`src/hdl/wra_pkg.sv`:
```
package wra_pkg;

    // Field widths
    localparam int TIME_W     = 32;
    localparam int VAL_W      = 48;
    localparam int METHOD_W   = 3;
    localparam int STEP_W     = 32;
    localparam int FILL_W     = 17;
    localparam int FRAC_W     = 16;
    localparam int OUT_CNT_W  = 11;
    localparam int CFG_IDX_W  = 2;
    localparam int CFG_DATA_W = 32;

    // Default slot capacity of one window
    localparam int DEF_MAX_SLOTS = 1024;

    // Combine rules; codes above LAST behave as sum
    localparam logic [METHOD_W-1:0] METH_AVG  = 3'd0;
    localparam logic [METHOD_W-1:0] METH_SUM  = 3'd1;
    localparam logic [METHOD_W-1:0] METH_MIN  = 3'd2;
    localparam logic [METHOD_W-1:0] METH_MAX  = 3'd3;
    localparam logic [METHOD_W-1:0] METH_LAST = 3'd4;

    // Configuration register indexes
    localparam logic [CFG_IDX_W-1:0] CFG_METHOD = 2'd0;
    localparam logic [CFG_IDX_W-1:0] CFG_STEP   = 2'd1;
    localparam logic [CFG_IDX_W-1:0] CFG_FILL   = 2'd2;

    // Register reset values
    localparam logic [METHOD_W-1:0] RST_METHOD = METH_AVG;
    localparam logic [STEP_W-1:0]   RST_STEP   = 32'd60;
    localparam logic [FILL_W-1:0]   RST_FILL   = 17'd32768;

    // Saturation limits of the signed Q31.16 value
    localparam logic signed [VAL_W-1:0] VAL_MAX = {1'b0, {(VAL_W-1){1'b1}}};
    localparam logic signed [VAL_W-1:0] VAL_MIN = {1'b1, {(VAL_W-1){1'b0}}};

    typedef struct packed {
        logic [TIME_W-1:0]       slot_time;
        logic signed [VAL_W-1:0] slot_value;
        logic [TIME_W-1:0]       window_start;
        logic                    first_slot;
        logic                    last_slot;
    } wra_in_t;

    typedef struct packed {
        logic signed [VAL_W-1:0] aggregate_value;
        logic [OUT_CNT_W-1:0]    known_slots;
        logic [OUT_CNT_W-1:0]    total_slots;
        logic                    accepted;
        logic [TIME_W-1:0]       coarse_time;
        logic                    saturated;
    } wra_out_t;

    // Controller to datapath
    typedef struct packed {
        logic take;
        logic finish;
        logic div_start;
        logic load;
    } wra_cmd_t;

    // Datapath to controller
    typedef struct packed {
        logic need_div;
        logic div_done;
        logic out_free;
    } wra_sts_t;

endpackage

```
`src/hdl/wra_div.sv`:
```
module wra_div #(
    parameter int DW = wra_pkg::VAL_W,
    parameter int VW = 11
) (
    input  logic                 aclk,
    input  logic                 aresetn,
    input  logic                 start,
    input  logic signed [DW-1:0] dividend,
    input  logic [VW-1:0]        divisor,
    output logic                 done,
    output logic signed [DW-1:0] quotient
);
    localparam int IW = (DW > 1) ? $clog2(DW) : 1;

    logic          busy_reg, busy_next;
    logic [IW-1:0] iter_reg, iter_next;
    logic [DW-1:0] quo_reg, quo_next;
    logic [VW-1:0] rem_reg, rem_next;
    logic [VW-1:0] dvs_reg;
    logic          neg_reg;
    logic [VW:0]   trial;
    logic [VW:0]   diff;
    logic          fits;

    // One quotient bit per cycle, restoring form on magnitudes
    always_comb begin
        trial     = {rem_reg, quo_reg[DW-1]};
        diff      = trial - {1'b0, dvs_reg};
        fits      = (trial >= {1'b0, dvs_reg});
        busy_next = busy_reg;
        iter_next = iter_reg;
        quo_next  = quo_reg;
        rem_next  = rem_reg;
        if (start) begin
            busy_next = 1'b1;
            iter_next = IW'(DW - 1);
            quo_next  = dividend[DW-1] ? (~dividend + 1'b1) : dividend;
            rem_next  = '0;
        end else if (busy_reg) begin
            quo_next  = {quo_reg[DW-2:0], fits};
            rem_next  = fits ? diff[VW-1:0] : trial[VW-1:0];
            iter_next = iter_reg - 1'b1;
            if (iter_reg == '0) begin
                busy_next = 1'b0;
            end
        end
    end

    always_ff @(posedge aclk) begin
        if (!aresetn) begin
            busy_reg <= 1'b0;
            iter_reg <= '0;
        end else begin
            busy_reg <= busy_next;
            iter_reg <= iter_next;
        end
    end

    // Operands and partial results
    always_ff @(posedge aclk) begin
        quo_reg <= quo_next;
        rem_reg <= rem_next;
        if (start) begin
            dvs_reg <= divisor;
            neg_reg <= dividend[DW-1];
        end
    end

    assign done     = busy_reg && (iter_reg == '0);
    assign quotient = neg_reg ? -$signed(quo_reg) : $signed(quo_reg);

endmodule

```
`src/hdl/wra_dpath.sv`:
```
module wra_dpath #(
    parameter int MAX_SLOTS = wra_pkg::DEF_MAX_SLOTS
) (
    input  logic                           aclk,
    input  logic                           aresetn,
    input  logic                           cfg_valid,
    input  logic [wra_pkg::CFG_IDX_W-1:0]  cfg_index,
    input  logic [wra_pkg::CFG_DATA_W-1:0] cfg_data,
    input  wra_pkg::wra_in_t               s_data,
    input  wra_pkg::wra_cmd_t              cmd,
    output wra_pkg::wra_sts_t              sts,
    output logic                           m_valid,
    input  logic                           m_ready,
    output wra_pkg::wra_out_t              m_data
);
    import wra_pkg::*;

    localparam int CNT_W  = $clog2(MAX_SLOTS + 1);
    localparam int PROD_W = FILL_W + CNT_W;

    logic [METHOD_W-1:0]     method_reg;
    logic [STEP_W-1:0]       step_reg;
    logic [FILL_W-1:0]       fill_reg;

    logic [TIME_W-1:0]       exp_reg, exp_next;
    logic [TIME_W-1:0]       base_reg, base_next;
    logic signed [VAL_W-1:0] acc_reg, acc_next;
    logic [CNT_W-1:0]        known_reg, known_next;
    logic [CNT_W-1:0]        slot_reg, slot_next;
    logic                    ovf_reg, ovf_next;

    logic [TIME_W-1:0]       exp_e;
    logic signed [VAL_W-1:0] acc_e;
    logic [CNT_W-1:0]        known_e;
    logic [CNT_W-1:0]        slot_e;
    logic                    ovf_e;
    logic signed [VAL_W-1:0] val;
    logic signed [VAL_W:0]   sum_w;

    logic [PROD_W-1:0]       prod_reg;
    logic [PROD_W-1:0]       need_lhs;
    logic signed [VAL_W-1:0] quotient;
    logic signed [VAL_W-1:0] agg;

    logic                    m_valid_reg;
    wra_out_t                m_data_reg;

    // Configuration registers
    always_ff @(posedge aclk) begin
        if (!aresetn) begin
            method_reg <= RST_METHOD;
            step_reg   <= RST_STEP;
            fill_reg   <= RST_FILL;
        end else if (cfg_valid) begin
            unique case (cfg_index)
                CFG_METHOD: method_reg <= cfg_data[METHOD_W-1:0];
                CFG_STEP:   step_reg   <= cfg_data[STEP_W-1:0];
                CFG_FILL:   fill_reg   <= cfg_data[FILL_W-1:0];
                default:    ;
            endcase
        end
    end

    // Fold one slot beat into the window
    always_comb begin
        val        = s_data.slot_value;
        exp_e      = s_data.first_slot ? s_data.window_start : exp_reg;
        base_next  = s_data.first_slot ? s_data.window_start : base_reg;
        acc_e      = s_data.first_slot ? '0 : acc_reg;
        known_e    = s_data.first_slot ? '0 : known_reg;
        slot_e     = s_data.first_slot ? '0 : slot_reg;
        ovf_e      = s_data.first_slot ? 1'b0 : ovf_reg;
        sum_w      = {acc_e[VAL_W-1], acc_e} + {val[VAL_W-1], val};
        acc_next   = acc_e;
        known_next = known_e;
        slot_next  = slot_e;
        ovf_next   = ovf_e;
        if (slot_e >= CNT_W'(MAX_SLOTS)) begin
            ovf_next = 1'b1;
        end else begin
            slot_next = slot_e + 1'b1;
            if (s_data.slot_time == exp_e) begin
                known_next = known_e + 1'b1;
                if (known_e == '0) begin
                    acc_next = val;
                end else begin
                    unique case (method_reg)
                        METH_MIN:  acc_next = (val < acc_e) ? val : acc_e;
                        METH_MAX:  acc_next = (val > acc_e) ? val : acc_e;
                        METH_LAST: acc_next = val;
                        default: begin
                            // saturate the running sum
                            if (sum_w[VAL_W] != sum_w[VAL_W-1]) begin
                                acc_next = sum_w[VAL_W] ? VAL_MIN : VAL_MAX;
                                ovf_next = 1'b1;
                            end else begin
                                acc_next = sum_w[VAL_W-1:0];
                            end
                        end
                    endcase
                end
            end
        end
        exp_next = exp_e + step_reg;
    end

    // Window state: advance on a slot beat, clear once the result is loaded
    always_ff @(posedge aclk) begin
        if (!aresetn) begin
            exp_reg   <= '0;
            base_reg  <= '0;
            acc_reg   <= '0;
            known_reg <= '0;
            slot_reg  <= '0;
            ovf_reg   <= 1'b0;
        end else if (cmd.take) begin
            exp_reg   <= exp_next;
            base_reg  <= base_next;
            acc_reg   <= acc_next;
            known_reg <= known_next;
            slot_reg  <= slot_next;
            ovf_reg   <= ovf_next;
        end else if (cmd.load) begin
            acc_reg   <= '0;
            known_reg <= '0;
            slot_reg  <= '0;
            ovf_reg   <= 1'b0;
        end
    end

    // Required known count, scaled by one in Q1.16
    always_ff @(posedge aclk) begin
        if (cmd.finish) begin
            prod_reg <= PROD_W'(fill_reg) * PROD_W'(slot_reg);
        end
    end

    // Average division
    wra_div #(
        .DW (VAL_W),
        .VW (CNT_W)
    ) u_div (
        .aclk     (aclk),
        .aresetn  (aresetn),
        .start    (cmd.div_start),
        .dividend (acc_reg),
        .divisor  (known_reg),
        .done     (sts.div_done),
        .quotient (quotient)
    );

    assign sts.need_div = (method_reg == METH_AVG) && (known_reg != '0);
    assign sts.out_free = !m_valid_reg || m_ready;

    // Pick the aggregate of the closed window
    always_comb begin
        need_lhs = PROD_W'(known_reg) << FRAC_W;
        if (known_reg == '0) begin
            agg = '0;
        end else if (method_reg == METH_AVG) begin
            agg = quotient;
        end else begin
            agg = acc_reg;
        end
    end

    // Result register: hold until the beat is taken
    always_ff @(posedge aclk) begin
        if (!aresetn) begin
            m_valid_reg <= 1'b0;
        end else if (cmd.load) begin
            m_valid_reg <= 1'b1;
        end else if (m_ready) begin
            m_valid_reg <= 1'b0;
        end
    end

    always_ff @(posedge aclk) begin
        if (cmd.load) begin
            m_data_reg.aggregate_value <= agg;
            m_data_reg.known_slots     <= OUT_CNT_W'(known_reg);
            m_data_reg.total_slots     <= OUT_CNT_W'(slot_reg);
            m_data_reg.accepted        <= (need_lhs >= prod_reg);
            m_data_reg.coarse_time     <= base_reg;
            m_data_reg.saturated       <= ovf_reg;
        end
    end

    assign m_valid = m_valid_reg;
    assign m_data  = m_data_reg;

`ifndef SYNTHESIS
    a_known_le_slots: assert property (@(posedge aclk) disable iff (!aresetn)
        known_reg <= slot_reg)
        else $error("known count exceeds slot count");

    a_slot_capped: assert property (@(posedge aclk) disable iff (!aresetn)
        slot_reg <= CNT_W'(MAX_SLOTS))
        else $error("slot count beyond capacity");

    a_load_shows: assert property (@(posedge aclk) disable iff (!aresetn)
        cmd.load |=> m_valid_reg)
        else $error("loaded result not presented");
`endif

endmodule

```
`src/hdl/wra_ctrl.sv`:
```
module wra_ctrl (
    input  logic              aclk,
    input  logic              aresetn,
    input  logic              s_valid,
    input  logic              s_last,
    output logic              s_ready,
    input  wra_pkg::wra_sts_t sts,
    output wra_pkg::wra_cmd_t cmd
);
    import wra_pkg::*;

    typedef enum logic [1:0] {
        ST_RUN,
        ST_FINISH,
        ST_DIVIDE,
        ST_EMIT
    } state_t;

    state_t state_reg;
    logic   s_ready_reg;

    // Commands from the current state
    always_comb begin
        cmd.take      = s_valid && s_ready_reg;
        cmd.finish    = (state_reg == ST_FINISH);
        cmd.div_start = (state_reg == ST_FINISH) && sts.need_div;
        cmd.load      = (state_reg == ST_EMIT) && sts.out_free;
    end

    // Stream slots, then close the window and hand over the result
    always_ff @(posedge aclk) begin
        if (!aresetn) begin
            state_reg   <= ST_RUN;
            s_ready_reg <= 1'b1;
        end else begin
            unique case (state_reg)
                ST_RUN: begin
                    if (s_valid && s_ready_reg && s_last) begin
                        state_reg   <= ST_FINISH;
                        s_ready_reg <= 1'b0;
                    end
                end
                ST_FINISH: begin
                    state_reg <= sts.need_div ? ST_DIVIDE : ST_EMIT;
                end
                ST_DIVIDE: begin
                    if (sts.div_done) begin
                        state_reg <= ST_EMIT;
                    end
                end
                ST_EMIT: begin
                    if (sts.out_free) begin
                        state_reg   <= ST_RUN;
                        s_ready_reg <= 1'b1;
                    end
                end
                default: begin
                    state_reg   <= ST_RUN;
                    s_ready_reg <= 1'b1;
                end
            endcase
        end
    end

    assign s_ready = s_ready_reg;

`ifndef SYNTHESIS
    a_ready_in_run: assert property (@(posedge aclk) disable iff (!aresetn)
        s_ready_reg |-> state_reg == ST_RUN)
        else $error("slot input open outside streaming");

    a_done_in_divide: assert property (@(posedge aclk) disable iff (!aresetn)
        sts.div_done |-> state_reg == ST_DIVIDE)
        else $error("divider finished outside divide state");
`endif

endmodule

```
`src/hdl/window_rollup_aggregator_unit.sv`:
```
// Channel  Direction  Handshake                Payload
// s_       in         s_valid / s_ready        s_data    (wra_in_t, one slot)
// m_       out        m_valid / m_ready        m_data    (wra_out_t, one coarse point)
// cfg_     in         cfg_valid / cfg_ready    cfg_index, cfg_data
//
// Slots that do not close their window stream back to back. Closing a window passes
// the finish state, the divide state for an average with known slots, and the emit
// state; the serial divider produces one quotient bit per cycle over the 48-bit value.
// While the result register is full, the close waits until m_ready frees it.
// Synchronous active-low reset; the block takes slots from the first cycle after reset.
module window_rollup_aggregator_unit #(
    parameter int MAX_SLOTS = wra_pkg::DEF_MAX_SLOTS
) (
    input  logic                           aclk,
    input  logic                           aresetn,
    input  logic                           cfg_valid,
    output logic                           cfg_ready,
    input  logic [wra_pkg::CFG_IDX_W-1:0]  cfg_index,
    input  logic [wra_pkg::CFG_DATA_W-1:0] cfg_data,
    input  logic                           s_valid,
    output logic                           s_ready,
    input  wra_pkg::wra_in_t               s_data,
    output logic                           m_valid,
    input  logic                           m_ready,
    output wra_pkg::wra_out_t              m_data
);
    import wra_pkg::*;

    wra_cmd_t cmd;
    wra_sts_t sts;

    // Registers accept a write every cycle
    assign cfg_ready = 1'b1;

    wra_ctrl u_ctrl (
        .aclk    (aclk),
        .aresetn (aresetn),
        .s_valid (s_valid),
        .s_last  (s_data.last_slot),
        .s_ready (s_ready),
        .sts     (sts),
        .cmd     (cmd)
    );

    wra_dpath #(
        .MAX_SLOTS (MAX_SLOTS)
    ) u_dpath (
        .aclk      (aclk),
        .aresetn   (aresetn),
        .cfg_valid (cfg_valid),
        .cfg_index (cfg_index),
        .cfg_data  (cfg_data),
        .s_data    (s_data),
        .cmd       (cmd),
        .sts       (sts),
        .m_valid   (m_valid),
        .m_ready   (m_ready),
        .m_data    (m_data)
    );

endmodule
```
`config.mk`:
```
export PLATFORM = sky130hd
export DESIGN_NAME = window_rollup_aggregator_unit
export DESIGN_NICKNAME = d
export VERILOG_FILES = /design/src/hdl/wra_pkg.sv /design/src/hdl/wra_div.sv /design/src/hdl/wra_dpath.sv /design/src/hdl/wra_ctrl.sv /design/src/hdl/window_rollup_aggregator_unit.sv
export SDC_FILE = /design/constraint.sdc
export NUM_CORES = 2
export LEC_CHECK = 0
export ABC_AREA = 1
export ABC_CLOCK_PERIOD_IN_PS = 14400
export BUFFER_PORTS_ARGS = -buffer_cell sky130_fd_sc_hd__buf_2
export CAP_MARGIN = 30
export CORE_MARGIN = 1
export CORE_UTILIZATION = 25
export CTS_CLUSTER_DIAMETER = 100
export CTS_CLUSTER_SIZE = 16
export DETAILED_ROUTE_END_ITERATION = 6
export PLACE_DENSITY_LB_ADDON = 0.12
export SYNTH_ARGS = -nofsm -noshare
export SYNTH_HDL_FRONTEND = slang
export SYNTH_SLANG_ARGS = --single-unit
```
`constraint.sdc`:
```
create_clock -name aclk -period 14.4 [get_ports aclk]
set_input_delay 1.44 -clock aclk [delete_from_list [all_inputs] [get_ports aclk]]
set_output_delay 1.44 -clock aclk [all_outputs]
set_load 0.01 [all_outputs]
```
## Word-level counts from Yosys, hierarchy flattened

Index checks and enable logic that the tools add are counted.

- Reduce and logical (&&, ||, !) cells: 27
- Multiplexer cells: 49
- Equality and inequality tests: 13
- Magnitude comparators: 5
- $mul: 1
- Add/sub/neg operators: 8
- Bitwise operators: 2

Operator list:

| cell | count |
|---|---|
| 2-to-1 mux 48 bit | 15 |
| one-hot mux 48 bit (3 select lines) | 1 |
| 2-to-1 mux 11 bit | 9 |
| adder 48 x 48 -> 49 bit | 1 |
| adder 48 x 1 -> 48 bit (second input constant) | 1 |
| greater-than comparator 48 bit | 1 |
| less-than comparator 48 bit | 1 |
| negation 48 bit | 1 |
| inverter 48 bit | 1 |
| adder 32 bit | 1 |
| equality test 32 bit | 1 |
| 2-to-1 mux 32 bit | 1 |
| >= comparator 27 x 28 -> 1 bit | 1 |
| multiplier 17 x 11 -> 28 bit | 1 |
| adder 11 x 1 -> 11 bit (second input constant) | 2 |
| zero test 11 bit | 2 |
| 2-to-1 mux 1 bit | 16 |
| >= comparator 12 x 11 -> 1 bit | 1 |
| 2-to-1 mux 6 bit | 2 |
| >= comparator 11 bit (second input constant) | 1 |
| nonzero test 11 bit | 1 |
| subtractor 11 bit | 1 |
| one-hot mux 2 bit (4 select lines) | 1 |
| AND reduction 2 bit | 4 |
| other kinds (20) | 38 |

- Bits of input ports: 153
- Flip-flop bits (word level): 401
- Output and inout bits: 107
- Logic and storage cells: 131

## Depth between registers and ports, before layout

- Depth in word-level cells: 9
- Mapped depth: 31

## Modules after synthesis

A second synthesis with hierarchy kept.

- Cell total of the unflattened synthesis: 5082
- Area, all modules: 35156.2 um2

Modules (own cells, without submodules):

| module | times used | seq. area each (um2) | area each (um2) | cells an instance |
|---|---|---|---|---|
| wra_dpath | 1 | 7727.4 | 28010.6 | 3991 |
| wra_div | 1 | 2162.1 | 6869.1 | 1048 |
| wra_ctrl | 1 | 60.1 | 265.3 | 41 |
| window_rollup_aggregator_unit | 1 | 0.0 | 11.3 | 2 |

## Least setup slack after synthesis

OpenSTA, ideal clock, no wires.

- Path kind: register -> register
- From: register u_dpath.slot_reg[10]
- To: register u_dpath.prod_reg[27] (data pin)
- Data required time: 14139 ps
- Cell stages (with the launch flop): 24
- Setup slack: 8761 ps
- Arrival: 5378 ps
- Cells stage by stage: dfxtp_1 clkbuf_1 buf_1 nand2_1 fa_1 fa_1 inv_1 fa_1 fa_1 inv_1 fa_1 inv_1 ha_1 a21oi_1 nor2_1 o21ai_0 o211ai_1 a21oi_1 nor3_1 nor3_1 o21ai_0 nand2_1 nand3_1 xor2_1

- Longest elaborated chain between the ends: 1

Ends and longest elaborated chain:

| element | RTL line | source |
|---|---|---|
| start: declaration | wra_dpath.sv:29 | `logic [CNT_W-1:0] slot_reg, slot_next;` |
| start signal: assignment | wra_dpath.sv:121 | `slot_reg <= slot_next;` |
| multiplier 17 x 11 -> 28 bit | wra_dpath.sv:134 | `prod_reg <= PROD_W'(fill_reg) * PROD_W'(slot_reg);` |
| end signal: assignment | wra_dpath.sv:134 |  |
| end: declaration | wra_dpath.sv:40 | `logic [PROD_W-1:0] prod_reg;` |

Every way passes these cells.
A chain may end at the register's enable or synchronous reset.

## Worst setup path in the final report

- From: register u_dpath.slot_reg[9]
- To: register u_dpath.prod_reg[27] (data pin)

The elaborated chain is that of the path after synthesis.

==> run summary <==
Die Ht -> 372 um
commonest cells in the netlist -> nand2_1 (1,167), inv_1 (803), nor2_1 (457)
R2R Path Start -> u_dpath.slot_reg[9]
CTS tree -> built
Post-synth EDFFs -> 192
crit path max fanout -> 20
Largest register FFs -> 104
clock transition at the registers of the reported paths -> 0.08 ns
minimum clock period -> 6.28 ns
synth unique cells -> 54
Psw -> 0.969 mW
Synth Instances -> 4,872
core area -> 136,000 sq um
Worst Setup Slack, final -> 8.12 ns
slowest cell on the critical path -> dfxtp_1
IO buf count -> 258
startpoint types -> register
syn_nets -> 5,403
Crit path arrival time -> 6.67 ns
Worst Hold Class -> reg -> reg
Most common cell on crit path -> fa_1
die area -> 138,000 sq um
hold path endpoint -> u_dpath.m_data[6]
HPWL after detailed placement -> 108,000 um
Max Cap Viol -> 0
Synth Flop Type -> dfxtp_1
switch share -> 0.335
part of the power in the clock network -> 0.316
WHS Path Cells -> 0
most frequent cell after synthesis -> nand2_1
Fmax -> 159 MHz
post-layout util -> 0.282
Post-Route Setup TNS -> 0 ns
number of antenna violations at the first check in global routing -> 17
TritonCTS Buffers -> 31
htree depth -> 1
io pins -> 260
synth warn -> 0
CP endpoint kind -> register
largest net degree at the start of global routing -> 94
via count -> 31,800
number of buffers added to fix hold violations after cts -> 0
leakage power -> 18.0 nW
Worst slew margin -> 0.356
RR Endpoint -> u_dpath.prod_reg[27]
Slowest Stage Delay on Critical Path -> 0.95 ns
critical path class -> reg -> reg
crit-path cells -> nand2_1, fa_1, fa_1, inv_1, fa_1, fa_1, inv_1, fa_1, inv_1, ha_1, a21oi_1, nor2_1, o21ai_0, o211ai_1, a21oi_1, nor3_1, nor3_1, o21ai_0, nand2_1, nand3_1, xor2_1
final wirelength -> 137,000 um
remaining routing DRC violations -> 0
vias per inst -> 4.67
P_int -> 1.92 mW
Iter 0 DRT Violations -> 2,315
worst slew pin tran -> 0.967 ns
final setup fails -> 0
gr usage total -> 0.195
synth top area cells -> edfxtp_1 (17%), nand2_1 (13%), dfxtp_1 (12%)
synthesis-stage register bit count -> 401
hold path startpoint -> u_dpath.base_reg[5]
asr flop ratio synth -> 0
Flop pwr share -> 0.461
Clock Skew -> 0.0166 ns
first-pass GRT wire length -> 205,000 um
Req. time, crit path -> 14.78 ns
Post-CTS Resized -> 0
Final Hold Fails -> 0
max-slew violations -> 0
Final period util -> 0.436
r2r setup slk -> 8.12 ns
DRT Pass-1 Iters -> 7
Nets -> 5,529
Gate power share -> 0.223
worst vdd ir -> 0.119 mV
unrepaired setup endpoints after global routing -> no
mapped cell area -> 34,300 sq um
clk sinks -> 401
sequential area share after synthesis -> 0.290
Starting Density -> 0.253
CTS max path bufs -> 3
Setup Buffers After CTS -> 0
post-route antenna net violation count -> 0
DP Worst Slack -> 7.84 ns
Die Span X -> 372 um
Mean Syn Cell Area -> 7.03 sq um
GPL Wtd Cong -> 0.940
DR WL/cell -> 20.2 um
Root Driver -> clkbuf_16
PwrDens -> 75.6 nW/um^2
R2R depth -> 21
P&R area growth vs syn -> 11.8%
number of global-route vias before repair -> 31,800
status -> completed
Worst-Skew Late Latency -> 0.64 ns
FP Rows -> 135
top-area cell type share of the netlist area -> 0.168
GR Overflow Total -> 0
Synth area leader -> edfxtp_1
share of cells above drive strength 1 -> 0.0772
==> final cells by class <==
| class | instances | area [sq um] |
|---|---|---|
| fill | 15200 | 97400 |
| multi-input combinational | 3452 | 20400 |
| sequential | 401 | 9950 |
| inverter | 817 | 3080 |
| tap | 1781 | 2230 |
| timing repair buffer | 295 | 1650 |
| clock buffer | 49 | 853 |
| clock inverter | 9 | 126 |
| antenna | 5 | 12.5 |
==> worst max-delay path, delay by kind of cell, from the launching register on <==
family / cells / cell delay, ns
adders and majority gates: 6 / 2.99
AOI/OAI and AO/OA: 5 / 0.97
DFF: 1 / 0.95
and+or+nand+nor: 6 / 0.81
buffers and inverters: 3 / 0.15
xor gates and xnor gates: 1 / 0.14
==> how the worst max path moves through the flow <==
stage | slack, ns | start | cells after the start | endpoint
global placement | 7.80 | u_dpath.slot_reg[4] | 21 | u_dpath.prod_reg[27]
finish | 8.12 | u_dpath.slot_reg[9] | 21 | u_dpath.prod_reg[27]
detailed placement | 7.84 | s_data[1] | 22 | u_dpath.acc_reg[3]
global route | 7.62 | u_dpath.slot_reg[9] | 21 | u_dpath.prod_reg[27]
floorplan | 8.76 | u_dpath.slot_reg[10] | 23 | u_dpath.prod_reg[27]
CTS | 7.90 | u_dpath.slot_reg[10] | 21 | u_dpath.prod_reg[27]
==> cell usage in the layout, fill, tap and decap left out, types with 31 or more instances in the layout <==
cell | synthesis | layout
buf_4 | 5 | 32
a21oi_1 | 416 | 416
nor2_1 | 457 | 456
o21ai_0 | 287 | 287
nand4_1 | 62 | 62
inv_1 | 803 | 802
o211ai_1 | 38 | 38
o21ai_1 | 47 | 47
ha_1 | 241 | 241
nand3_1 | 196 | 196
nor3_1 | 59 | 57
clkbuf_16 | 0 | 31
xnor2_1 | 52 | 52
xor2_1 | 138 | 138
fa_1 | 137 | 137
dfxtp_1 | 209 | 209
edfxtp_1 | 192 | 192
buf_2 | 33 | 257
nand2_1 | 1167 | 1163
==> power groups by stage <==
stage / clock [mW] / sequential (mW) / combinational [mW]
6_report: 0.915 / 1.33 / 0.645
5_1_grt: 0.988 / 1.34 / 0.728
4_1_cts: 0.958 / 1.33 / 0.657
3_5_place_dp: 0 / 1.36 / 0.654
3_3_place_gp: 0 / 1.36 / 0.656
2_1_floorplan: 0 / 1.34 / 0.420
==> cell families (layout without fill, tap and decap cells) <==
| group | after synthesis | count (layout) | share of synthesized area |
|---|---|---|---|
| adder cells (fa/ha/maj) | 378 | 378 | 0.168 |
| other | 1 | 6 | 0.000109 |
| AO/OA/AOI/OAI | 883 | 883 | 0.139 |
| XOR/XNOR | 190 | 190 | 0.0486 |
| AND/OR/NAND/NOR | 2000 | 2000 | 0.238 |
| buffers and inverters | 1019 | 1170 | 0.115 |
| flip-flops | 401 | 401 | 0.290 |
==> metal layers <==
metal | vias to the layer above | wire length, um | track usage
met1 | 15100 | 62200 | 0.256
met4 | 14 | 3810 | 0.0478
met2 | 710 | 66300 | 0.341
met5 | - | 93 | 0
li1 | 15800 | - | -
met3 | 156 | 4990 | 0.0180
==> per-stage QoR <==
| stage | power [mW] | hold WS [ns] | cells | cell area (sq um) |
|---|---|---|---|---|
| floorplan | 1.77 | 0.406 | 4872 | 34300 |
| global placement | 2.01 | 0.416 | 6741 | 37200 |
| detailed placement | 2.01 | 0.416 | 6745 | 37300 |
| CTS | 2.95 | 0.436 | 6803 | 38200 |
| global route | 3.06 | 0.443 | 6807 | 38300 |
| finish | 2.89 | 0.436 | 6809 | 38300 |
(Power assumes the default switching activity.)
